## src/hdl/hma_pkg.sv

```systemverilog
// ----------------------------------------------------------------------------
// hma_pkg
// Shared types and constants for the monitor lock arbiter.
// ----------------------------------------------------------------------------
package hma_pkg;

    localparam int ID_W   = 8;
    localparam int CI_W   = 4;
    localparam int CFG_W  = 5;
    localparam int LIM_W  = 7;
    localparam logic [CFG_W-1:0] CFG_RESET = 5'd16;

    typedef enum logic [1:0] {
        OP_ENTER  = 2'd0,
        OP_LEAVE  = 2'd1,
        OP_WAIT   = 2'd2,
        OP_SIGNAL = 2'd3
    } op_t;

    typedef enum logic {
        BK_IDLE = 1'b0,
        BK_EXEC = 1'b1
    } bk_state_t;

    typedef struct packed {
        op_t              op;
        logic [ID_W-1:0]  id;
        logic [CI_W-1:0]  ci;
        logic             bad_cond;
    } req_t;

    typedef struct packed {
        logic [ID_W-1:0]  id;
        logic             rejected;
        logic             last;
    } res_t;

endpackage

```

## src/hdl/hma_front.sv

```systemverilog
// ----------------------------------------------------------------------------
// hma_front
// Accepts requests, classifies them against the condition limit and holds
// them in a two-entry queue for the executor.
// ----------------------------------------------------------------------------
module hma_front #(
    parameter int MAX_CONDITIONS = 16
) (
    input  logic                        clk,
    input  logic                        rst_n,
    input  logic                        push,
    output logic                        full,
    input  logic [1:0]                  func,
    input  logic [hma_pkg::ID_W-1:0]    requester_id,
    input  logic [hma_pkg::CI_W-1:0]    cond_index,
    input  logic                        cfg_we,
    input  logic [hma_pkg::CFG_W-1:0]   cfg_wdata,
    output logic                        req_valid,
    input  logic                        req_take,
    output hma_pkg::req_t               req
);

    hma_pkg::req_t                  slot_reg [2];
    logic                           wr_ptr_reg;
    logic                           rd_ptr_reg;
    logic [1:0]                     cnt_reg;
    logic [hma_pkg::CFG_W-1:0]      cfg_reg;
    logic [hma_pkg::LIM_W-1:0]      limit;
    logic [hma_pkg::LIM_W-1:0]      cfg_ext;
    hma_pkg::req_t                  incoming;
    logic                           do_push;

    assign cfg_ext = hma_pkg::LIM_W'(cfg_reg);
    assign limit   = (cfg_ext < hma_pkg::LIM_W'(MAX_CONDITIONS)) ?
                     cfg_ext : hma_pkg::LIM_W'(MAX_CONDITIONS);

    always_comb
    begin
        incoming.op       = hma_pkg::op_t'(func);
        incoming.id       = requester_id;
        incoming.ci       = cond_index;
        incoming.bad_cond = hma_pkg::LIM_W'(cond_index) >= limit;
    end

    assign full      = (cnt_reg == 2'd2);
    assign do_push   = push && !full;
    assign req_valid = (cnt_reg != 2'd0);
    assign req       = slot_reg[rd_ptr_reg];

    always_ff @(posedge clk)
    begin
        if (do_push)
        begin
            slot_reg[wr_ptr_reg] <= incoming;
        end
    end

    always_ff @(posedge clk or negedge rst_n)
    begin
        if (!rst_n)
        begin
            wr_ptr_reg <= 1'b0;
            rd_ptr_reg <= 1'b0;
            cnt_reg    <= 2'd0;
            cfg_reg    <= hma_pkg::CFG_RESET;
        end
        else
        begin
            if (cfg_we)
            begin
                cfg_reg <= cfg_wdata;
            end
            if (do_push)
            begin
                wr_ptr_reg <= ~wr_ptr_reg;
            end
            if (req_take)
            begin
                rd_ptr_reg <= ~rd_ptr_reg;
            end
            cnt_reg <= cnt_reg + {1'b0, do_push} - {1'b0, req_take};
        end
    end

endmodule

```

## src/hdl/hma_back.sv

```systemverilog
// ----------------------------------------------------------------------------
// hma_back
// Executes one request in turn: read the queue heads as it is taken, then update
// state, write back the queue memories and emit up to two results.
// ----------------------------------------------------------------------------
module hma_back #(
    parameter int QUEUE_DEPTH    = 16,
    parameter int MAX_CONDITIONS = 16
) (
    input  logic            clk,
    input  logic            rst_n,
    input  logic            req_valid,
    output logic            req_take,
    input  hma_pkg::req_t   req,
    input  logic            room2,
    output logic            push_a,
    output logic            push_b,
    output hma_pkg::res_t   res_a,
    output hma_pkg::res_t   res_b
);

    localparam int QW   = (QUEUE_DEPTH > 1) ? $clog2(QUEUE_DEPTH) : 1;
    localparam int CNTW = $clog2(QUEUE_DEPTH + 1);
    localparam int CIW  = (MAX_CONDITIONS > 1) ? $clog2(MAX_CONDITIONS) : 1;
    localparam int CMD  = (1 << CIW) << QW;

    hma_pkg::bk_state_t     state_reg, state_next;
    hma_pkg::req_t          cur_reg;

    logic [hma_pkg::ID_W-1:0] e_mem [QUEUE_DEPTH];
    logic [hma_pkg::ID_W-1:0] u_mem [QUEUE_DEPTH];
    logic [hma_pkg::ID_W-1:0] c_mem [CMD];
    logic [hma_pkg::ID_W-1:0] e_rd_reg, u_rd_reg, c_rd_reg;

    logic                   busy_reg, busy_next;
    logic [QW-1:0]          e_head_reg, e_head_next, u_head_reg, u_head_next;
    logic [CNTW-1:0]        e_cnt_reg, e_cnt_next, u_cnt_reg, u_cnt_next;
    logic [QW-1:0]          c_head_reg [MAX_CONDITIONS];
    logic [CNTW-1:0]        c_cnt_reg  [MAX_CONDITIONS];
    logic                   c_upd;
    logic [QW-1:0]          c_head_new;
    logic [CNTW-1:0]        c_cnt_new;

    logic                   e_wr, u_wr, c_wr;
    logic [QW-1:0]          e_wpos, u_wpos, c_wpos;
    logic [CIW-1:0]         cix, in_cix;
    logic [hma_pkg::ID_W-1:0] wid, ho_id;
    logic [hma_pkg::ID_W-1:0] rid;
    logic                   ho_any, ho_u, do_ho;
    logic [CNTW-1:0]        cc;
    logic [QW-1:0]          ch;

    function automatic logic [QW-1:0] inc_ptr(input logic [QW-1:0] h);
        return (h == QW'(QUEUE_DEPTH - 1)) ? '0 : h + 1'b1;
    endfunction

    function automatic logic [QW-1:0] tail_pos(input logic [QW-1:0] h,
                                                input logic [CNTW-1:0] c);
        logic [QW:0] s;
        s = (QW+1)'(h) + (QW+1)'(c);
        if (s >= (QW+1)'(QUEUE_DEPTH))
        begin
            s = s - (QW+1)'(QUEUE_DEPTH);
        end
        return s[QW-1:0];
    endfunction

    assign cix    = CIW'(cur_reg.ci);
    assign in_cix = CIW'(req.ci);
    assign wid    = cur_reg.id;
    assign rid    = wid;
    assign cc     = c_cnt_reg[cix];
    assign ch     = c_head_reg[cix];
    assign ho_u   = (u_cnt_reg != '0);
    assign ho_any = ho_u || (e_cnt_reg != '0);
    assign ho_id  = ho_u ? u_rd_reg : e_rd_reg;

    // next state
    always_comb
    begin
        state_next = state_reg;
        unique case (state_reg)
            hma_pkg::BK_IDLE:
            begin
                if (req_valid && room2)
                begin
                    state_next = hma_pkg::BK_EXEC;
                end
            end
            hma_pkg::BK_EXEC: state_next = hma_pkg::BK_IDLE;
            default:          state_next = hma_pkg::BK_IDLE;
        endcase
    end

    // outputs and state update
    always_comb
    begin
        req_take    = (state_reg == hma_pkg::BK_IDLE) && req_valid && room2;
        push_a      = 1'b0;
        push_b      = 1'b0;
        res_a       = '{id: rid, rejected: 1'b1, last: 1'b1};
        res_b       = '{id: ho_id, rejected: 1'b0, last: 1'b1};
        busy_next   = busy_reg;
        e_head_next = e_head_reg;
        e_cnt_next  = e_cnt_reg;
        u_head_next = u_head_reg;
        u_cnt_next  = u_cnt_reg;
        c_upd       = 1'b0;
        c_head_new  = ch;
        c_cnt_new   = cc;
        e_wr        = 1'b0;
        u_wr        = 1'b0;
        c_wr        = 1'b0;
        e_wpos      = tail_pos(e_head_reg, e_cnt_reg);
        u_wpos      = tail_pos(u_head_reg, u_cnt_reg);
        c_wpos      = tail_pos(ch, cc);
        do_ho       = 1'b0;

        if (state_reg == hma_pkg::BK_EXEC)
        begin
            unique case (cur_reg.op)
                hma_pkg::OP_ENTER:
                begin
                    if (!busy_reg)
                    begin
                        busy_next = 1'b1;
                        push_a    = 1'b1;
                        res_a     = '{id: rid, rejected: 1'b0, last: 1'b1};
                    end
                    else if (e_cnt_reg == CNTW'(QUEUE_DEPTH))
                    begin
                        push_a = 1'b1;
                    end
                    else
                    begin
                        e_wr       = 1'b1;
                        e_cnt_next = e_cnt_reg + 1'b1;
                    end
                end
                hma_pkg::OP_LEAVE:
                begin
                    push_a = 1'b1;
                    res_a  = '{id: rid, rejected: 1'b0, last: !ho_any};
                    push_b = ho_any;
                    do_ho  = 1'b1;
                end
                hma_pkg::OP_WAIT:
                begin
                    if (cur_reg.bad_cond || cc == CNTW'(QUEUE_DEPTH))
                    begin
                        push_a = 1'b1;
                    end
                    else
                    begin
                        c_wr      = 1'b1;
                        c_upd     = 1'b1;
                        c_cnt_new = cc + 1'b1;
                        do_ho     = 1'b1;
                        push_a    = ho_any;
                        res_a     = '{id: ho_id, rejected: 1'b0, last: 1'b1};
                    end
                end
                hma_pkg::OP_SIGNAL:
                begin
                    push_a = 1'b1;
                    if (cur_reg.bad_cond)
                    begin
                        push_a = 1'b1;
                    end
                    else if (cc == '0)
                    begin
                        res_a = '{id: rid, rejected: 1'b0, last: 1'b1};
                    end
                    else if (u_cnt_reg != CNTW'(QUEUE_DEPTH))
                    begin
                        // release the condition head, park the signaller
                        res_a      = '{id: c_rd_reg, rejected: 1'b0, last: 1'b1};
                        c_upd      = 1'b1;
                        c_head_new = inc_ptr(ch);
                        c_cnt_new  = cc - 1'b1;
                        u_wr       = 1'b1;
                        u_cnt_next = u_cnt_reg + 1'b1;
                    end
                end
                default:
                begin
                    push_a = 1'b0;
                end
            endcase

            // hand over: urgent queue first, then entry queue, else free
            if (do_ho)
            begin
                if (ho_u)
                begin
                    u_head_next = inc_ptr(u_head_reg);
                    u_cnt_next  = u_cnt_reg - 1'b1;
                end
                else if (e_cnt_reg != '0)
                begin
                    e_head_next = inc_ptr(e_head_reg);
                    e_cnt_next  = e_cnt_reg - 1'b1;
                end
                else
                begin
                    busy_next = 1'b0;
                end
            end
        end
    end

    always_ff @(posedge clk)
    begin
        if (req_take)
        begin
            cur_reg  <= req;
            e_rd_reg <= e_mem[e_head_reg];
            u_rd_reg <= u_mem[u_head_reg];
            c_rd_reg <= c_mem[{in_cix, c_head_reg[in_cix]}];
        end
        if (e_wr)
        begin
            e_mem[e_wpos] <= wid;
        end
        if (u_wr)
        begin
            u_mem[u_wpos] <= wid;
        end
        if (c_wr)
        begin
            c_mem[{cix, c_wpos}] <= wid;
        end
    end

    always_ff @(posedge clk or negedge rst_n)
    begin
        if (!rst_n)
        begin
            state_reg  <= hma_pkg::BK_IDLE;
            busy_reg   <= 1'b0;
            e_head_reg <= '0;
            e_cnt_reg  <= '0;
            u_head_reg <= '0;
            u_cnt_reg  <= '0;
            for (int i = 0; i < MAX_CONDITIONS; i++)
            begin
                c_head_reg[i] <= '0;
                c_cnt_reg[i]  <= '0;
            end
        end
        else
        begin
            state_reg  <= state_next;
            busy_reg   <= busy_next;
            e_head_reg <= e_head_next;
            e_cnt_reg  <= e_cnt_next;
            u_head_reg <= u_head_next;
            u_cnt_reg  <= u_cnt_next;
            if (c_upd)
            begin
                c_head_reg[cix] <= c_head_new;
                c_cnt_reg[cix]  <= c_cnt_new;
            end
        end
    end

endmodule

```

## src/hdl/hma_out_q.sv

```systemverilog
// ----------------------------------------------------------------------------
// hma_out_q
// Four-entry result queue; takes up to two results per cycle in order.
// ----------------------------------------------------------------------------
module hma_out_q (
    input  logic            clk,
    input  logic            rst_n,
    input  logic            push_a,
    input  logic            push_b,
    input  hma_pkg::res_t   res_a,
    input  hma_pkg::res_t   res_b,
    output logic            room2,
    output logic            empty,
    input  logic            pop,
    output hma_pkg::res_t   head
);

    hma_pkg::res_t  q_reg [4];
    logic [1:0]     hd_reg, tl_reg;
    logic [2:0]     cnt_reg;
    logic           do_pop;
    logic [1:0]     tl_b;

    assign empty  = (cnt_reg == 3'd0);
    assign room2  = (cnt_reg <= 3'd2);
    assign do_pop = pop && !empty;
    assign head   = q_reg[hd_reg];
    assign tl_b   = tl_reg + 2'd1;

    always_ff @(posedge clk)
    begin
        if (push_a)
        begin
            q_reg[tl_reg] <= res_a;
        end
        if (push_b)
        begin
            q_reg[tl_b] <= res_b;
        end
    end

    always_ff @(posedge clk or negedge rst_n)
    begin
        if (!rst_n)
        begin
            hd_reg  <= 2'd0;
            tl_reg  <= 2'd0;
            cnt_reg <= 3'd0;
        end
        else
        begin
            hd_reg  <= hd_reg + {1'b0, do_pop};
            tl_reg  <= tl_reg + {1'b0, push_a} + {1'b0, push_b};
            cnt_reg <= cnt_reg + {2'b0, push_a} + {2'b0, push_b} - {2'b0, do_pop};
        end
    end

endmodule

```

## src/hdl/hoare_monitor_arbiter_top.sv

```systemverilog
// ----------------------------------------------------------------------------
// hoare_monitor_arbiter_top
// Lock manager for a monitor with entry, urgent and condition queues.
// ----------------------------------------------------------------------------
// Input channel: present func, requester_id and cond_index with push; a
// request is taken at a clock edge where push is high and full is low.
// Result channel: while empty is low the oldest result sits on released_id,
// rejected and last; pop at a clock edge takes it. A request gives zero, one
// or two results, the final one marked by last.
// Configuration: cfg_we writes cfg_wdata into condition_count; write only
// while no request is in flight.
// Executor: a taken request is registered, then its results are written
// into the result queue; no new request is taken until the last one has
// done its queue memory read and write-back.
// Reset: all queues empty, monitor free, condition_count 16; no clearing
// pass is needed. A stalled result side fills the four-entry result queue,
// then the executor holds, then the two-entry request queue raises full.
// ----------------------------------------------------------------------------
module hoare_monitor_arbiter_top #(
    parameter int QUEUE_DEPTH    = 16,
    parameter int MAX_CONDITIONS = 16
) (
    input  logic                        clk,
    input  logic                        rst_n,
    input  logic                        push,
    output logic                        full,
    input  logic [1:0]                  func,
    input  logic [hma_pkg::ID_W-1:0]    requester_id,
    input  logic [hma_pkg::CI_W-1:0]    cond_index,
    output logic                        empty,
    input  logic                        pop,
    output logic [hma_pkg::ID_W-1:0]    released_id,
    output logic                        rejected,
    output logic                        last,
    input  logic                        cfg_we,
    input  logic [hma_pkg::CFG_W-1:0]   cfg_wdata
);

    logic           req_valid, req_take, room2, push_a, push_b;
    hma_pkg::req_t  req;
    hma_pkg::res_t  res_a, res_b, head;

    hma_front #(.MAX_CONDITIONS(MAX_CONDITIONS)) u_front (
        .clk          (clk),
        .rst_n        (rst_n),
        .push         (push),
        .full         (full),
        .func         (func),
        .requester_id (requester_id),
        .cond_index   (cond_index),
        .cfg_we       (cfg_we),
        .cfg_wdata    (cfg_wdata),
        .req_valid    (req_valid),
        .req_take     (req_take),
        .req          (req)
    );

    hma_back #(
        .QUEUE_DEPTH    (QUEUE_DEPTH),
        .MAX_CONDITIONS (MAX_CONDITIONS)
    ) u_back (
        .clk       (clk),
        .rst_n     (rst_n),
        .req_valid (req_valid),
        .req_take  (req_take),
        .req       (req),
        .room2     (room2),
        .push_a    (push_a),
        .push_b    (push_b),
        .res_a     (res_a),
        .res_b     (res_b)
    );

    hma_out_q u_out_q (
        .clk    (clk),
        .rst_n  (rst_n),
        .push_a (push_a),
        .push_b (push_b),
        .res_a  (res_a),
        .res_b  (res_b),
        .room2  (room2),
        .empty  (empty),
        .pop    (pop),
        .head   (head)
    );

    assign released_id = head.id;
    assign rejected    = head.rejected;
    assign last        = head.last;

endmodule

```

## config.mk

```make
export PLATFORM = sky130hd
export DESIGN_NAME = hoare_monitor_arbiter_top
export DESIGN_NICKNAME = d
export VERILOG_FILES = /design/src/hdl/hma_pkg.sv /design/src/hdl/hma_front.sv /design/src/hdl/hma_back.sv /design/src/hdl/hma_out_q.sv /design/src/hdl/hoare_monitor_arbiter_top.sv
export SDC_FILE = /design/constraint.sdc
export NUM_CORES = 2
export LEC_CHECK = 0
export ABC_AREA = 1
export BUFFER_PORTS_ARGS = -buffer_cell sky130_fd_sc_hd__buf_4
export CORE_UTILIZATION = 64
export CTS_CLUSTER_DIAMETER = 100
export CTS_CLUSTER_SIZE = 24
export DETAILED_ROUTE_END_ITERATION = 10
export PLACE_DENSITY = 0.8
export SYNTH_ARGS = -nofsm -noshare
export SYNTH_HDL_FRONTEND = slang
export SYNTH_SLANG_ARGS = --single-unit
```

## constraint.sdc

```tcl
create_clock -name clk -period 6.86 [get_ports clk]
set_input_delay 0.343 -clock clk [delete_from_list [all_inputs] [get_ports clk]]
set_output_delay 0.343 -clock clk [all_outputs]
set_load 0.01 [all_outputs]
```

Word level (Yosys, flattened, before mapping)
Memories as Yosys holds them, arrays and structs flattened. A register that Yosys moved wholly into a read port is not among the register bits.
Index checks and enable logic that the tools add are counted.
- bits in registers: 195
- latch bits: 0
- bits in writable memories: 2374
- ROM bits: 0
- bits of input ports: 24
- output and inout bits: 12
- word-level logic and storage cells: 217
- memories: 5
- memory list (memory ; depth ; bits a word ; read ports ; clocked after memory_dff ; write ports ; line ; RTL):
    u_back.c_mem ; 256 ; 8 ; 1 ; 1 ; 1 ; hma_back.sv:32 ; logic [hma_pkg::ID_W-1:0] c_mem [CMD];
    u_back.e_mem ; 16 ; 8 ; 1 ; 1 ; 1 ; hma_back.sv:30 ; logic [hma_pkg::ID_W-1:0] e_mem [QUEUE_DEPTH];
    u_back.u_mem ; 16 ; 8 ; 1 ; 1 ; 1 ; hma_back.sv:31 ; logic [hma_pkg::ID_W-1:0] u_mem [QUEUE_DEPTH];
    u_out_q.q_reg ; 4 ; 10 ; 1 ; 0 ; 2 ; hma_out_q.sv:18 ; hma_pkg::res_t q_reg [4];
    u_front.slot_reg ; 2 ; 15 ; 1 ; 0 ; 1 ; hma_front.sv:23 ; hma_pkg::req_t slot_reg [2];
- $add $sub $neg: 24
- multipliers: 0
- div/mod/pow operators: 0
- magnitude comparators: 9
- equality and inequality tests: 10
- shifts and indexed selects: 0
- multiplexer cells: 94
- bitwise gates (word level): 6
- reductions and logical operators: 20
- operators with widths (cell ; count):
    $mux 5 ; 21
    $bwmux 80 ; 1
    $bwmux 64 ; 1
    $mux 4 ; 16
    $mux 10 ; 5
    $pmux 10 s4 ; 1
    $mux 1 ; 37
    $bmux 4 s4 ; 2
    $ge 5x5->1 const B ; 5
    $bmux 5 s4 ; 1
    $demux 5 s4 ; 1
    $demux 4 s4 ; 1
    $add 4x5->5 ; 3
    $add 5x1->5 const B ; 3
    $sub 5x1->5 const B ; 3
    $add 4x1->4 const B ; 3
    $eq 4x4->1 const B ; 3
    $sub 4x1->4 const B ; 3
    $eq 5x5->1 const B ; 2
    $not 4->5 ; 2
    $pmux 5 s2 ; 1
    $reduce_bool 5->1 ; 2
    $add 2x1->2 ; 4
    $mux 8 ; 1
    other kinds (25) ; 41

Depth between registers and ports, before layout
- word-level depth: 12
- gate-level depth with buffers: 24
- depth with buffers taken out: 20

Modules after synthesis
Synthesis repeated with hierarchy kept, for this count alone.
- cells, all modules: 10670
- area, all modules: 114546.1 um^2
- by module, submodules not included (module ; times used ; cells an instance ; area an instance (um^2) ; seq. area each (um^2)):
    hma_back ; 1 ; 10226 ; 110045.5 ; 74461.4
    hma_out_q ; 1 ; 335 ; 2832.7 ; 1376.3
    hma_front ; 1 ; 109 ; 1667.8 ; 1127.3

Least setup slack after synthesis
OpenSTA, ideal clock, no wires.
- kind: register to register
- start point: register u_back.state_reg
- end point: register u_front.cnt_reg[1]
- library setup time: 0.079 ns
- arrival time: 5.022 ns
- data required time: 6.781 ns
- setup slack: 1.759 ns
- cell stages (with the launch flop): 9
- path buffers: 2
- clock period less this slack: 5.101 ns
- cells stage by stage: dfrtp_1 > clkbuf_1 > clkbuf_1 > a211oi_1 > ha_1 > inv_1 > ha_1 > xnor2_1 > xor2_1
- cells in the longest elaborated chain, start to end: 4
- RTL lines (element ; line ; RTL):
    start, declared ; hma_back.sv:27 ; hma_pkg::bk_state_t state_reg, state_next;
    start signal, assigned ; hma_back.sv:239 ; state_reg <= hma_pkg::BK_IDLE;
    start signal, assigned ; hma_back.sv:253 ; state_reg <= state_next;
    $not 1->1 ; hma_back.sv:98 ; req_take = (state_reg == hma_pkg::BK_IDLE) && req_valid && room2;
    $logic_and 1x1->1 (2 in series) ; hma_back.sv:98 ;
    named net req_take ; hoare_monitor_arbiter_top.sv:39 ; logic req_valid, req_take, room2, push_a, push_b;
    $sub 2x1->2 ; hma_front.sv:81 ; cnt_reg <= cnt_reg + {1'b0, do_push} - {1'b0, req_take};
    end signal, assigned ; hma_front.sv:81 ;
    end, declared ; hma_front.sv:26 ; logic [1:0] cnt_reg;
The timed path passes the listed nets, and every way through them passes these cells.
A chain may end at the register's enable or synchronous reset.

Worst setup path in the final report
- start point: register u_back.cix[1] (netlist name)
- end point: memory u_back.c_mem[100][1] (netlist name), enable pin
- cells in the longest elaborated chain, start to end: 11
- elaborated cells between the ends (all ways): 18
- those cells by class: add/sub (2); order compare (1); eq/ne (1); mux (12); bitwise (1); reduce/logical (1)
- RTL lines (element ; line):
    parallel branches: the longest is 11 deep, another holds $add 4x5->5 ; --
    end, declared ; hma_back.sv:32
Several ways; the timed one is not identified. The select of a mux whose other input is x is not followed.

==> out/qor.json <==
{
  "die": {
    "core_area_um2": 177000,
    "die_area_um2": 180000,
    "top_level_ports": 36,
    "die_y_um": 425,
    "chipWidth_um": 425,
    "starting_density_of_the_core_pct": 64.7,
    "num_rows": 154
  },
  "power_and_ir_drop": {
    "share_clk_of_total_power_pct": 13.7,
    "p_per_area_nw_per_um2": 481,
    "design_power_total_w": 0.0574,
    "sequentialPowerShare_pct": 35.1,
    "switchingPower_w": 0.0271,
    "netSwitchingFraction_pct": 47.3,
    "vdd_drop_max_mv": 0.915,
    "portion_of_total_power_attributed_to_combinational_logic_pct": 51.2,
    "power.leakage_nw": 46.0,
    "power.internal_w": 0.0302
  },
  "yosys": {
    "most_frequently_used_flop_master_after_synthesis": "sky130_fd_sc_hd__edfxtp_1",
    "yosys.area.top_type_share_pct": 63.2,
    "synth.ff_latch_count": 2593,
    "synthesis.nets": 10700,
    "post_synthesis_cell_area_um2": 114000,
    "yosys-top-cells-area": "sky130_fd_sc_hd__edfxtp_1 63%, sky130_fd_sc_hd__nand2_1 8.3%, sky130_fd_sc_hd__nand3_1 8.0%",
    "synth.cells.most_frequent": "2,520 x sky130_fd_sc_hd__nand2_1, 2,405 x sky130_fd_sc_hd__edfxtp_1, 1,826 x sky130_fd_sc_hd__nand3_1",
    "synth-async-reset-ratio_pct": 6.94,
    "yosys_warnings": 0,
    "synth.distinct_cells": 53,
    "netlist.top_cell.by_area": "sky130_fd_sc_hd__edfxtp_1",
    "postSynthAreaPerCell_um2": 10.8,
    "synthMostInstantiatedCell": "sky130_fd_sc_hd__nand2_1",
    "syn-instance-count": 10600,
    "synth.yosys.seq_area_share_pct": 67.3,
    "synth_enable_flop_cells": 2405
  },
  "timing": {
    "maxSlewHeadroom_pct": 14.0,
    "fin_worst_skew_ns": 0.0414,
    "final_hold_viol_count": 0,
    "grt_setup_unrepaired": "false",
    "setup_viol_count_final": 0,
    "final_min_period_over_clock_period_pct": 88.3,
    "tns_ns": 0,
    "min_period_ns": 6.05,
    "postLayoutSetupSlackWorst_ns": 0.805,
    "slew_viol_final": 0,
    "timing_worst_slew_pin_value_ns": 1.29,
    "max_fclk_mhz": 165
  },
  "critical_path": {
    "cp_cell_sequence": "nand2_1 > inv_1 > buf_4 > a22oi_1 > nand2_1 > nand2_1 > nand4_1 > inv_1 > ha_1 > inv_1 > nor3_1 > a21oi_2 > nand2_1 > nor2_4 > nand3_1 > nor2_1",
    "criticalPathCategory": "reg2reg",
    "crit_path_start_kind": "register",
    "setup.worst_path.end_class": "register",
    "cp_common_cell": "sky130_fd_sc_hd__nand2_1",
    "crit_slowest_cell": "sky130_fd_sc_hd__nand3_1",
    "worst_ep_arrival_time_ns": 6.50,
    "critical_path.top_delay_family": "simple AND/OR/NAND/NOR gates",
    "cp.buffers_inverters": 4,
    "required_ns": 7.30,
    "path_max_fanout": 20,
    "max_stage_delay_ns": 1.04
  },
  "global_routing": {
    "grt_usage_pct": 32.2,
    "grt_start_max_net_pins": 218,
    "vias_in_the_first_global_route": 74800,
    "overflow": 0,
    "antenna_found_initial": 7,
    "wire_length_of_the_first_global_routing_pass_mm": 443
  },
  "cts": {
    "clk-insertion-delay-late_ns": 0.82,
    "reg_clk_slew_reported_paths_ns": 0.10,
    "cts_inserted_buffers": 118,
    "h_tree_depth_reported_by_cts": 3,
    "tritoncts_num_sinks": 2593,
    "cts_tree": "yes",
    "clock_tree.root_cell": "sky130_fd_sc_hd__clkbuf_16",
    "clock_tree.buffer_depth": 3
  },
  "min_path": {
    "hp-class": "in2async"
  },
  "placed_design": {
    "place_worst_setup_slack_ns": 1.17,
    "gp_routability_congestion": 0.953,
    "place_hpwl_mm": 168,
    "post-place-cells": 12500,
    "placement.io_buffers": 35
  },
  "layout": {
    "fin_nets": 10300,
    "biggestRegsByFlops": "u_back.c_mem (2048), u_back.e_mem (128), u_back.u_mem (128)",
    "fin_cells": 12700,
    "ratio_of_cells_with_drive_above_1_in_the_final_layout_pct": 3.63,
    "largest_register_ff_count": 2048,
    "layout.core_utilization_pct": 67.6,
    "area_growth_syn_to_layout_pct": 4.41,
    "registers.top_by_ff_count": "u_back.c_mem"
  },
  "drt": {
    "total_number_of_vias": 79100,
    "per_cell_via_count_in_the_routed_design": 6.25,
    "route.detailed.drc": 0,
    "wire_length_per_cell_after_detailed_routing_um": 23.2,
    "routed_wirelength_mm": 294,
    "first_pass_iters": 7,
    "drt_iter0_drc": 11100,
    "post_detailed_route_count_of_antenna_violating_nets": 0
  },
  "job": {
    "cap_violations": 0
  },
  "status": {
    "outcome": "completed"
  }
}
[power by group through the flow]
stage	registers, W	logic, W	clock network (W)
final	0.0201	0.0294	0.00786
after global routing	0.0202	0.0313	0.00836
after CTS	0.0201	0.0286	0.00785
after global placement	0.0204	0.0278	0
after detailed placement	0.0205	0.0284	0
after floorplan	0.0216	0.0181	0
[logic make-up after synthesis]
family	count (synthesis)	synth area share [%]
AND/OR/NAND/NOR	5426	21.7
flip-flops	2593	67.3
buffers and inverters	1862	6.72
AO/OA/AOI/OAI	645	3.42
adder cells (fa/ha/maj)	39	0.466
XOR/XNOR	33	0.253
multiplexers	19	0.170
[layout by cell type (no fill, tap or decap), types with 127 or more instances in the layout]
master                        n
sky130_fd_sc_hd__buf_4      127
sky130_fd_sc_hd__nand3b_1   504
sky130_fd_sc_hd__dfrtp_1    178
sky130_fd_sc_hd__edfxtp_1  2405
sky130_fd_sc_hd__inv_1     1173
sky130_fd_sc_hd__nor2_1     508
sky130_fd_sc_hd__o21ai_0    287
sky130_fd_sc_hd__nand3_1   1824
sky130_fd_sc_hd__nand2_1   2501
[through the flow]
step | hold WS, ns | area [um2]
floorplan | 0.0474 | 114000
global route | 0.0867 | 119000
finish | 0.0640 | 119000
detailed placement | 0.337 | 116000
CTS | 0.0290 | 119000
global placement | 0.330 | 116000
[worst paths after layout]
kind | startpoint | to | slack, ns | cells after the start
worst min register to register | u_back.c_cnt_reg[38]$_DFFE_PN0P_ | u_back.c_cnt_reg[38]$_DFFE_PN0P_ | 0.49 | 2
max in group asynchronous | rst_n | u_back.c_head_reg[55]$_DFFE_PN0P_ | 5.44 | 3
worst max register to register | u_back.cix[1]$_DFFE_PP_ | u_back.c_mem[100][1]$_DFFE_PP_ | 0.81 | 16
worst max-delay path | u_back.cix[1]$_DFFE_PP_ | u_back.c_mem[100][1]$_DFFE_PP_ | 0.81 | 16
min in group clk | func[1] | u_front.slot_reg[1][14]$_DFFE_PP_ | 0.26 | 2
worst min-delay path | rst_n | u_back.u_head_reg[2]$_DFFE_PN0P_ | 0.06 | 2
[cell type report]
cell class	count	area, um2
Antenna cell	5	12.5
Tap cell	2340	2930
Clock buffer	156	3100
Inverter	1202	4540
Clock inverter	6	77.6
Fill cell	12400	57300
Sequential cell	2593	76900
Timing Repair Buffer	187	1920
Multi-Input combinational cell	6162	29900
[timing repair]
item,CTS,global route
resized for setup,0,0
buffers inserted,0,0
endpoints found under the hold margin,84,0
hold buffers,23,0
[metal layers]
metal  vias to the layer above  part of all wire [%]  GRT usage [%]
met5                         -                 0.013              0
met4                         6                   4.6           13.9
met3                       760                    12           5.89
met2                      5472                    46           50.0
met1                     37600                    37           45.0
li1                      35300                     -              -
No activity file was read; power rests on OpenSTA's default activity.
